$ cat src/rtl/core/key_binding_multimap_table_unit_defines.svh
// Assertion macros used by the key binding table unit.
`ifndef KEY_BINDING_MULTIMAP_TABLE_UNIT_DEFINES_SVH
`define KEY_BINDING_MULTIMAP_TABLE_UNIT_DEFINES_SVH

// The consequent must hold in the same cycle as the antecedent.
`define KBMT_ASSERT_SAME(label, clk, rst_n, ante, cons) \
  label: assert property (@(posedge clk) disable iff (!(rst_n)) (ante) |-> (cons)) \
    else $error("kbmt assertion failed");

// The consequent must hold in the cycle after the antecedent.
`define KBMT_ASSERT_NEXT(label, clk, rst_n, ante, cons) \
  label: assert property (@(posedge clk) disable iff (!(rst_n)) (ante) |=> (cons)) \
    else $error("kbmt assertion failed");

`endif

$ cat src/rtl/core/kbmt_pkg.sv
`default_nettype none

package kbmt_pkg;

  localparam int unsigned OpW   = 2;
  localparam int unsigned KsW   = 32;
  localparam int unsigned ActW  = 8;
  localparam int unsigned StW   = 3;
  localparam int unsigned SlotW = 6;
  localparam int unsigned EntW  = KsW + ActW;

  typedef enum logic [OpW-1:0] {
    OP_STORE           = 2'd0,
    OP_REMOVE          = 2'd1,
    OP_LOOKUP_RESTART  = 2'd2,
    OP_LOOKUP_CONTINUE = 2'd3
  } op_e;

  typedef enum logic [StW-1:0] {
    STAT_DONE  = 3'd0,
    STAT_DUP   = 3'd1,
    STAT_FULL  = 3'd2,
    STAT_MATCH = 3'd3,
    STAT_END   = 3'd4
  } status_e;

endpackage

`default_nettype wire

$ cat src/rtl/core/kbmt_ram.sv
`default_nettype none

module kbmt_ram #(
  parameter int unsigned WIDTH = 8,
  parameter int unsigned DEPTH = 16
) (
  input  wire logic                     clk_i,
  input  wire logic                     we_i,
  input  wire logic [$clog2(DEPTH)-1:0] waddr_i,
  input  wire logic [WIDTH-1:0]         wdata_i,
  input  wire logic [$clog2(DEPTH)-1:0] raddr_i,
  output logic      [WIDTH-1:0]         rdata_o
);

  logic [WIDTH-1:0] mem_q [DEPTH];
  logic [WIDTH-1:0] rdata_q;

  always_ff @(posedge clk_i) begin
    if (we_i) begin
      mem_q[waddr_i] <= wdata_i;
    end
    rdata_q <= mem_q[raddr_i];
  end

  assign rdata_o = rdata_q;

endmodule

`default_nettype wire

$ cat src/rtl/core/key_binding_multimap_table_unit.sv
// Channel  Handshake                 Payload
// input    in_valid_i / in_ready_o   op_i, keysym_i, action_i
// output   out_valid_o / out_ready_i found_action_o, status_o, slot_o
//
// An item scans the filled entries one by one through the entry RAM's single read port.
// Reset clears the fill count and the cursor; it does not clear the RAM itself.
// A new beat is taken whenever the scan sequencer is idle, even while a result
// waits in the output register; a stalled output holds the finished result.
`default_nettype none
`include "key_binding_multimap_table_unit_defines.svh"

module key_binding_multimap_table_unit
  import kbmt_pkg::*;
#(
  parameter int unsigned TABLE_DEPTH = 64
) (
  input  wire logic              clk_i,
  input  wire logic              rst_ni,
  input  wire logic              in_valid_i,
  output logic                   in_ready_o,
  input  wire logic [OpW-1:0]    op_i,
  input  wire logic [KsW-1:0]    keysym_i,
  input  wire logic [ActW-1:0]   action_i,
  output logic                   out_valid_o,
  input  wire logic              out_ready_i,
  output logic      [ActW-1:0]   found_action_o,
  output logic      [StW-1:0]    status_o,
  output logic      [SlotW-1:0]  slot_o
);

  localparam int unsigned AW = $clog2(TABLE_DEPTH);
  localparam int unsigned CW = $clog2(TABLE_DEPTH + 1);
  localparam logic [CW-1:0] DepthC = CW'(TABLE_DEPTH);

  localparam logic [1:0] S_IDLE = 2'd0;
  localparam logic [1:0] S_SCAN = 2'd1;
  localparam logic [1:0] S_DONE = 2'd2;

  logic [1:0]       state_q, state_d;
  op_e              op_q, op_d;
  logic [KsW-1:0]   ks_q, ks_d;
  logic [ActW-1:0]  act_q, act_d;
  logic [CW-1:0]    idx_q, idx_d;
  logic             rvalid_q, rvalid_d;
  logic [AW-1:0]    rd_idx_q, rd_idx_d;
  logic             free_found_q, free_found_d;
  logic [AW-1:0]    free_idx_q, free_idx_d;
  logic [CW-1:0]    fill_q, fill_d;
  logic [CW-1:0]    cursor_q, cursor_d;
  logic [ActW-1:0]  res_act_q, res_act_d;
  status_e          res_st_q, res_st_d;
  logic [SlotW-1:0] res_slot_q, res_slot_d;
  logic             out_valid_q, out_valid_d;
  logic [ActW-1:0]  found_q;
  status_e          status_q;
  logic [SlotW-1:0] slot_q;
  logic             out_load;

  logic             ram_we;
  logic [AW-1:0]    ram_waddr;
  logic [EntW-1:0]  ram_wdata;
  logic [AW-1:0]    ram_raddr;
  logic [EntW-1:0]  ram_rdata;
  logic [KsW-1:0]   rd_ks;
  logic [ActW-1:0]  rd_act;
  logic             issue;
  op_e              in_op;

  kbmt_ram #(
    .WIDTH (EntW),
    .DEPTH (TABLE_DEPTH)
  ) u_entries (
    .clk_i   (clk_i),
    .we_i    (ram_we),
    .waddr_i (ram_waddr),
    .wdata_i (ram_wdata),
    .raddr_i (ram_raddr),
    .rdata_o (ram_rdata)
  );

  assign rd_act = ram_rdata[ActW-1:0];
  assign rd_ks  = ram_rdata[ActW +: KsW];
  assign in_op  = op_e'(op_i);
  assign issue  = (idx_q < fill_q);
  assign in_ready_o = (state_q == S_IDLE);

  always_comb begin
    state_d      = state_q;
    op_d         = op_q;
    ks_d         = ks_q;
    act_d        = act_q;
    idx_d        = idx_q;
    rvalid_d     = 1'b0;
    rd_idx_d     = rd_idx_q;
    free_found_d = free_found_q;
    free_idx_d   = free_idx_q;
    fill_d       = fill_q;
    cursor_d     = cursor_q;
    res_act_d    = res_act_q;
    res_st_d     = res_st_q;
    res_slot_d   = res_slot_q;
    out_valid_d  = out_valid_q & ~out_ready_i;
    out_load     = 1'b0;
    ram_we       = 1'b0;
    ram_waddr    = rd_idx_q;
    ram_wdata    = '0;
    ram_raddr    = idx_q[AW-1:0];

    case (state_q)
      S_IDLE: begin
        if (in_valid_i) begin
          op_d         = in_op;
          ks_d         = keysym_i;
          act_d        = action_i;
          free_found_d = 1'b0;
          res_act_d    = '0;
          res_slot_d   = '0;
          idx_d        = (in_op == OP_LOOKUP_CONTINUE) ? cursor_q : '0;
          if ((in_op == OP_STORE || in_op == OP_REMOVE) && action_i == '0) begin
            res_st_d = (in_op == OP_STORE) ? STAT_DUP : STAT_DONE;
            state_d  = S_DONE;
          end else begin
            state_d = S_SCAN;
          end
        end
      end
      S_SCAN: begin
        if (issue) begin
          idx_d    = idx_q + CW'(1);
          rvalid_d = 1'b1;
          rd_idx_d = idx_q[AW-1:0];
        end
        if (rvalid_q) begin
          case (op_q)
            OP_STORE: begin
              if (rd_ks == ks_q && rd_act == act_q) begin
                res_st_d   = STAT_DUP;
                res_slot_d = SlotW'(rd_idx_q);
                rvalid_d   = 1'b0;
                state_d    = S_DONE;
              end else if (rd_act == '0 && !free_found_q) begin
                free_found_d = 1'b1;
                free_idx_d   = rd_idx_q;
              end
            end
            OP_REMOVE: begin
              if (rd_act == act_q) begin
                ram_we    = 1'b1;
                ram_waddr = rd_idx_q;
                ram_wdata = '0;
              end
            end
            default: begin
              if (rd_act != '0 && rd_ks == ks_q) begin
                res_act_d  = rd_act;
                res_st_d   = STAT_MATCH;
                res_slot_d = SlotW'(rd_idx_q);
                cursor_d   = CW'(rd_idx_q) + CW'(1);
                rvalid_d   = 1'b0;
                state_d    = S_DONE;
              end
            end
          endcase
        end else if (!issue) begin
          state_d = S_DONE;
          case (op_q)
            OP_STORE: begin
              if (free_found_q) begin
                ram_we     = 1'b1;
                ram_waddr  = free_idx_q;
                ram_wdata  = {ks_q, act_q};
                res_st_d   = STAT_DONE;
                res_slot_d = SlotW'(free_idx_q);
              end else if (fill_q >= DepthC) begin
                res_st_d = STAT_FULL;
              end else begin
                ram_we     = 1'b1;
                ram_waddr  = fill_q[AW-1:0];
                ram_wdata  = {ks_q, act_q};
                fill_d     = fill_q + CW'(1);
                res_st_d   = STAT_DONE;
                res_slot_d = SlotW'(fill_q);
              end
            end
            OP_REMOVE: begin
              res_st_d = STAT_DONE;
            end
            default: begin
              cursor_d = fill_q;
              res_st_d = STAT_END;
            end
          endcase
        end
      end
      S_DONE: begin
        if (!out_valid_q || out_ready_i) begin
          out_load    = 1'b1;
          out_valid_d = 1'b1;
          state_d     = S_IDLE;
        end
      end
      default: begin
        state_d = S_IDLE;
      end
    endcase
  end

  always_ff @(posedge clk_i or negedge rst_ni) begin
    if (!rst_ni) begin
      state_q      <= S_IDLE;
      rvalid_q     <= 1'b0;
      free_found_q <= 1'b0;
      fill_q       <= '0;
      cursor_q     <= '0;
      out_valid_q  <= 1'b0;
    end else begin
      state_q      <= state_d;
      rvalid_q     <= rvalid_d;
      free_found_q <= free_found_d;
      fill_q       <= fill_d;
      cursor_q     <= cursor_d;
      out_valid_q  <= out_valid_d;
    end
  end

  always_ff @(posedge clk_i) begin
    op_q       <= op_d;
    ks_q       <= ks_d;
    act_q      <= act_d;
    idx_q      <= idx_d;
    rd_idx_q   <= rd_idx_d;
    free_idx_q <= free_idx_d;
    res_act_q  <= res_act_d;
    res_st_q   <= res_st_d;
    res_slot_q <= res_slot_d;
    if (out_load) begin
      found_q  <= res_act_q;
      status_q <= res_st_q;
      slot_q   <= res_slot_q;
    end
  end

  assign out_valid_o    = out_valid_q;
  assign found_action_o = found_q;
  assign status_o       = status_q;
  assign slot_o         = slot_q;

  // The cursor never runs past the filled part of the table.
  `KBMT_ASSERT_SAME(a_cursor_in_fill, clk_i, rst_ni, 1'b1, cursor_q <= fill_q)
  // The fill count stays within the table.
  `KBMT_ASSERT_SAME(a_fill_in_depth, clk_i, rst_ni, 1'b1, fill_q <= DepthC)
  // The fill count only ever grows by one entry at a time.
  `KBMT_ASSERT_NEXT(a_fill_step, clk_i, rst_ni, 1'b1,
                    fill_q == $past(fill_q) || fill_q == $past(fill_q) + CW'(1))
  // Entries are written only by the scan sequencer.
  `KBMT_ASSERT_SAME(a_write_in_scan, clk_i, rst_ni, ram_we, state_q == S_SCAN)
  // A matching lookup always reports a live action.
  `KBMT_ASSERT_SAME(a_match_has_action, clk_i, rst_ni,
                    out_valid_q && status_q == STAT_MATCH, found_q != '0)

endmodule

`default_nettype wire
$ cat config.mk
export PLATFORM = sky130hd
export DESIGN_NAME = key_binding_multimap_table_unit
export DESIGN_NICKNAME = d
export VERILOG_FILES = /design/src/rtl/core/kbmt_pkg.sv /design/src/rtl/core/kbmt_ram.sv /design/src/rtl/core/key_binding_multimap_table_unit.sv
export VERILOG_INCLUDE_DIRS = /design/src /design/src/rtl/core
export SDC_FILE = /design/constraint.sdc
export NUM_CORES = 2
export LEC_CHECK = 0
export BUFFER_PORTS_ARGS = -buffer_cell sky130_fd_sc_hd__buf_4
export CORE_ASPECT_RATIO = 1.4
export CORE_UTILIZATION = 63
export CTS_CLUSTER_SIZE = 8
export DETAILED_ROUTE_END_ITERATION = 10
export PLACE_DENSITY_LB_ADDON = 0.05
export SYNTH_ARGS = -nofsm -noshare
export SYNTH_HDL_FRONTEND = slang
export SYNTH_SLANG_ARGS = --single-unit
$ cat constraint.sdc
create_clock -name clk_i -period 7.7 [get_ports clk_i]
set_clock_uncertainty 0.2 [all_clocks]
set_input_delay 0.77 -clock clk_i [delete_from_list [all_inputs] [get_ports clk_i]]
set_output_delay 0.77 -clock clk_i [all_outputs]
set_load 0.02 [all_outputs]
# [Word-level counts from Yosys, hierarchy flattened]
# Memory sizes are Yosys's and may differ from the RTL's. A register that Yosys moved wholly into a read port is not among the register bits.
# Index checks and enable logic that the tools add are counted.
[word_totals] regBits=114 ramBits=2560 inputBits=46 output_inout_bits=19 wordCells=169 memories=1
[mem_list] name="u_entries.mem_q" depth=64 width=40 read_ports=1 rd_ports_with_merged_regs=1 wr=1 line_no="kbmt_ram.sv:15" source="logic [WIDTH-1:0] mem_q [DEPTH];"
[classes] addsub=3 order_cmp=2 eq_ne=28 muxes=83 bitwise=7 reduce_logical=27
[op_table] op="$mux 40" n=6
[op_table] op="$mux 6" n=14
[op_table] op="$mux 7" n=8
[op_table] op="$eq 32x32->1" n=1
[op_table] op="$mux 8" n=4
[op_table] op="$mux 1" n=25
[op_table] op="$pmux 6 s2" n=2
[op_table] op="$ne 2x2->1 const B" n=11
[op_table] op="$mux 2" n=9
[op_table] op="$mux 3" n=6
[op_table] op="$pmux 3 s2" n=3
[op_table] op="$reduce_and 6->1" n=3
[op_table] op="$logic_not 8->1" n=2
[op_table] op="$pmux 8 s2" n=1
[op_table] op="$reduce_and 5->1" n=3
[op_table] op="$add 7x1->7 const B" n=2
[op_table] op="$pmux 7 s2" n=1
[op_table] op="$ne 3x3->1 const B" n=4
[op_table] op="$ne 4x4->1 const B" n=3
[op_table] op="$eq 8x8->1" n=1
[op_table] op="$reduce_and 8->1" n=1
[op_table] op="$reduce_bool 8->1" n=1
[op_table] op="$add 6x1->7 const B" n=1
[op_table] op="$ge 7x7->1 const B" n=1
[op_table] op="18 further kinds" n=37

# [Logic depth before layout (Yosys ltp)]
[logic_depth] ltp_word=9 ltp_mapped=10 ltp_nobuf=8

# [Hierarchy]
# Synthesis repeated with hierarchy kept, for this count alone.
[unflattened] hier_cells=4717 area_unflattened_um2=103510.5
[modules_own_cells] module="kbmt_ram" instances=1 cells_per_inst=4263 area_per_inst_um2=97960.2 seq_area_each_um2=77674.5
[modules_own_cells] module="key_binding_multimap_table_unit" instances=1 cells_per_inst=454 area_per_inst_um2=5550.3 seq_area_each_um2=3328.2

# [Worst setup path after synthesis]
# No wires, ideal clock.
[synth_timing] path_kind="register to register" start="register fill_q[6]" end="memory u_entries.mem_q[39][0] (netlist bit), enable pin" setup_time_ns=0.538 arrival_time_ns=5.961 required_time_ns=6.962 slack_ns=1.001 stages_incl_launch_ff=9 n_path_buf=1 period_less_slack_ns=6.699 path_cell_list="dfrtp_1 -> inv_1 -> ha_1 -> nand4_1 -> o311a_4 -> buf_2 -> nor4_1 -> o21ai_2 -> nor4_1"
[synth_via] elab_chain_len=9 elab_cells_between_ends=16 cone_classes="2 x order compare; 14 x mux"
[synth_rtl] element="from (decl)" line_no="key_binding_multimap_table_unit.sv:48" source="logic [CW-1:0] fill_q, fill_d;"
[synth_rtl] element="from (signal assigned)" line_no="key_binding_multimap_table_unit.sv:220" source="fill_q <= fill_d;"
[synth_rtl] element="$ge 7x7->1" line_no="key_binding_multimap_table_unit.sv:174" source="end else if (fill_q >= DepthC) begin"
[synth_rtl] element="$mux 1" line_no="key_binding_multimap_table_unit.sv:174"
[synth_rtl] element="$mux 1" line_no="key_binding_multimap_table_unit.sv:168" source="if (free_found_q) begin"
[synth_rtl] element="$mux 1" line_no="key_binding_multimap_table_unit.sv:166" source="case (op_q)"
[synth_rtl] element="$mux 1" line_no="key_binding_multimap_table_unit.sv:164" source="end else if (!issue) begin"
[synth_rtl] element="$mux 1" line_no="key_binding_multimap_table_unit.sv:133" source="if (rvalid_q) begin"
[synth_rtl] element="$mux 1" line_no="key_binding_multimap_table_unit.sv:109" source="case (state_q)"
[synth_rtl] element="$mux 1" line_no="kbmt_ram.sv:19" source="if (we_i) begin"
[synth_rtl] element="$mux 1 (implied by the code)" line_no="kbmt_ram.sv:20" source="mem_q[waddr_i] <= wdata_i;"
[synth_rtl] element="to (decl)" line_no="kbmt_ram.sv:15"
# Parallel ways exist; a longest one is shown, timed or not.

# [Worst setup path in the final report]
[layout_timing] start="register idx_q[5]" end="memory u_entries.mem_q[13][30] (netlist bit), enable pin"
[layout_via] elab_chain_len=6 elab_cells_between_ends=9 cone_classes="1 x order compare; 8 x mux"
[layout_rtl] element="from (decl)" line_no="key_binding_multimap_table_unit.sv:43" source="logic [CW-1:0] idx_q, idx_d;"
[layout_rtl] element="from (signal assigned)" line_no="key_binding_multimap_table_unit.sv:230" source="idx_q <= idx_d;"
[layout_rtl] element="$lt 7x7->1 (*)" line_no="key_binding_multimap_table_unit.sv:84" source="assign issue = (idx_q < fill_q);"
[layout_rtl] element="$mux 1" line_no="key_binding_multimap_table_unit.sv:164"
[layout_rtl] element="$mux 1" line_no="key_binding_multimap_table_unit.sv:133"
[layout_rtl] element="$mux 1" line_no="key_binding_multimap_table_unit.sv:109"
[layout_rtl] element="$mux 1" line_no="kbmt_ram.sv:19"
[layout_rtl] element="$mux 1 (implied by the code)" line_no="kbmt_ram.sv:20"
# Every way passes the cells marked *; elsewhere a longest branch is shown, timed or not.

==> out/results.tsv <==
stage	metric	value	unit
setup_path	cpPeakStageDelay	0.91	ns
setup_path	worstSetupStartpointType	flip-flop	
sta	rsz0062_at_grt	no	
synthesis	synth_area_leaders	edfxtp_1, mux4_2, dfxtp_1	
floorplan	die_w	345	um
setup_path	critPathKind	flip-flop to flip-flop	
route	vias	49381	
sta	max_slew_margin	-0.644	%
global_routing	grt_overflow	0	
synthesis	synth-seq-area-share	78.2	%
job	maxCapViolCount	1	
global_routing	antenna_found_initial	5	
route	finalWirelength	259000	um
pwr	power_density	361	mW/mm^2
placement	routabilityCongestion	0.912	
final_layout	final_util	72.6	%
clock_tree	clk_latency	0.96	ns
placement	portBuffers	64	
pwr	power.total	42.6	mW
clock_tree	cts_resized	0	
setup_path	path_cells	ha_1 > nand4_1 > o311ai_4 > nand2_1 > a211o_1 > nor3_2 > buf_4	
sta	hold_ws	0.0546	ns
placement	dp_hpwl	130000	um
clock_tree	cts_tree	built	
global_routing	grt_start_max_net_pins	121	
synthesis	synthArstFlopShare	0.700	%
sta	setup_violations	0	
route	first_pass_iters	7	
outcome	violations	capacitance limit, slew limit	
sta	period_share	66.5	%
final_layout	area_growth	14.1	%
synthesis	synth_edf_count	2655	
synthesis	syn_avg_cell_area	24.1	sq um
clock_tree	numCtsBuffers	389	
synthesis	yosys_most_used_dff	edfxtp_1	
route	ant_nets	0	
route	wl_per_cell	37.2	um
floorplan	core	0.163	sq mm
floorplan	ios	65	
final_layout	layout_commonest_cell	edfxtp_1	
final_layout	layout_common_cells	edfxtp_1, mux4_2, clkbuf_16, buf_4, clkbuf_1	
route	drc_errors	0	
setup_path	cp_max_fo	29	
route	drt-initial-drc-count	6246	
global_routing	grt_pass1_wl	367000	um
pwr	ir_drop	0.000363	V
synthesis	syn_nets	4356	
clock_tree	cts_hold_buf	44	
setup_path	crit_slowest_cell	nor3_2	
setup_path	required	8.07	ns
sta	setup_tns	0	ns
clock_tree	cts-root-buf	clkbuf_16	
floorplan	num_rows	175	
placement	dpl_cell_area	0.107	sq mm
placement	dp_slack	2.67	ns
final_layout	final_area	0.118	sq mm
outcome	status	finished, violations left	
pwr	leakagePower	35.3	nW
synthesis	syn_inst	4300	
placement	dp_cells	6393	
global_routing	first_global_vias	50504	
floorplan	die_h	482	um
sta	max_freq	195	MHz
synthesis	yosysWarnings	0	
sta	min_period	5.12	ns
global_routing	track_usage	32.1	%
route	via_per_inst	7.09	
final_layout	stdcell_count	6966	
clock_tree	clock_sinks	2714	
clock_tree	htreeDepth	5	
final_layout	layout-drive-gt1-share	31.7	%
setup_path	arrival	5.50	ns
clock_tree	path_clk_slew	0.05	ns
synthesis	synth_cell_types	64	
synthesis	synth-seq-cells	2714	
sta	maxSlewViolCount	1	
synthesis	syn-cell-area	0.104	sq mm
floorplan	dieArea	0.166	sq mm
sta	hold_viol_final	0	
clock_tree	clk_path_buf_depth	4	
synthesis	yosysTopAreaCellShare	76.9	%
final_layout	layout.nets	4760	
sta	tightest_slew	1.47	ns
clock_tree	postCtsSetupRepairBufs	0	
floorplan	start_util	63.6	%
setup_path	endpoint_kind	flip-flop	
worst_hold_path	hold_path_class	primary input to flip-flop	
synthesis	yosysTopAreaCell	edfxtp_1	
sta	fin_ws	2.58	ns
registers in the layout, indices dropped and copies added, names as in the netlist:
name / flops
res_slot_q: 6
cursor_q: 7
fill_q: 7
free_idx_q: 6
rd_idx_q: 6
res_st_q: 3
res_act_q: 8
found_action_o: 8
status_o: 3
state_q: 2
ks_q: 32
u_entries.mem_q: 2560
idx_q: 7
rvalid_q: 1
op_q: 2
slot_o: 6
u_entries.rdata_o: 40
free_found_q: 1
act_q: 8
out_valid_o: 1
cell families (layout without fill, tap and decap cells):
logic type               count (synthesis)  count (layout)  synth area share (%)
multiplexers                           810             810                  17.5
flip-flops                            2714            2714                  78.2
AO/OA/AOI/OAI                          168             168                  1.20
other                                    0               4                     0
AND/OR/NAND/NOR                        291             291                  1.45
XOR/XNOR                                54              54                 0.456
buffers and inverters                  253             791                  1.12
adder cells (fa/ha/maj)                 10              10                 0.121
synthesized netlist by cell type (2+ instances only):
cell type and count:
a21oi_1 15, a31oi_2 2, a21boi_0 3, dfxtp_1 40, buf_1 19, o211ai_1 6
mux4_2 799, o21ai_1 5, o211a_1 2, nand2_1 75, a211oi_1 5, nand3_1 9
o31ai_1 5, a2111oi_0 2, nor3_1 52, a22oi_1 78, clkbuf_1 127, xor2_1 43
mux2_2 9, o32ai_1 2, nor4_1 40, o41ai_1 2, edfxtp_1 2655, nor2_1 31
o221ai_1 2, a22o_1 2, buf_2 54, xnor2_1 11, nand2b_1 6, mux2i_1 2
a211o_1 2, buf_4 24, and3_1 42, o22ai_1 8, o21ai_0 13, nor2b_1 6
inv_1 22, and2_1 13, buf_6 7, nand4_1 7, dfrtp_1 19, a31oi_1 3
ha_1 10
routing by layer:
| layer | GRT usage, % | part of all wire [%] | vias to the layer above |
|---|---|---|---|
| met1 | 45.0 | 37 | 26594 |
| met4 | 11.0 | 3.3 | 2 |
| met5 | 0 | 0.0046 | - |
| met3 | 6.38 | 9.7 | 475 |
| li1 | - | - | 19300 |
| met2 | 51.2 | 50 | 3010 |
final timing paths:
check,start,endpoint,slack (ns),cells past startpoint
max,idx_q[5]$_DFFE_PP_,u_entries.mem_q[13][30]$_DFFE_PP_,2.58,7
min in group asynchronous,rst_ni,state_q[0]$_DFFE_PN0P_,0.29,2
min,in_valid_i,free_found_q$_DFFE_PN0P_,0.05,3
max in group asynchronous,rst_ni,cursor_q[3]$_DFFE_PN0P_,6.76,2
min reg2reg,res_act_q[5]$_SDFFCE_PN0P_,found_action_o[5]$_DFFE_PP_,0.21,0
max reg2reg,idx_q[5]$_DFFE_PP_,u_entries.mem_q[13][30]$_DFFE_PP_,2.58,7
layout make-up:
cell class	instances	area [sq um]
Sequential cell	2714	81000
Fill cell	9116	44700
Multi-Input combinational cell	1333	21900
Clock buffer	521	10400
Tap cell	2124	2660
Timing Repair Buffer	244	2050
Inverter	22	82.6
Clock inverter	4	71.3
Antenna cell	4	10.0
where the power goes:
group	switching, mW	total, mW	internal [mW]
logic	5.73	10.3	4.53
clock network	5.69	14.9	9.22
registers	0.418	17.5	17.0
total	11.8	42.6	30.8
critical path, delay by kind of cell (launching register included):
| family | cells | cell delay, ns |
|---|---|---|
| buffers and inverters | 1 | 0.65 |
| adders and majority gates | 1 | 0.44 |
| AOI/OAI and AO/OA | 2 | 1.22 |
| DFF | 1 | 0.69 |
| and+or+nand+nor | 3 | 1.49 |
Power figures use the tool's default switching activity.
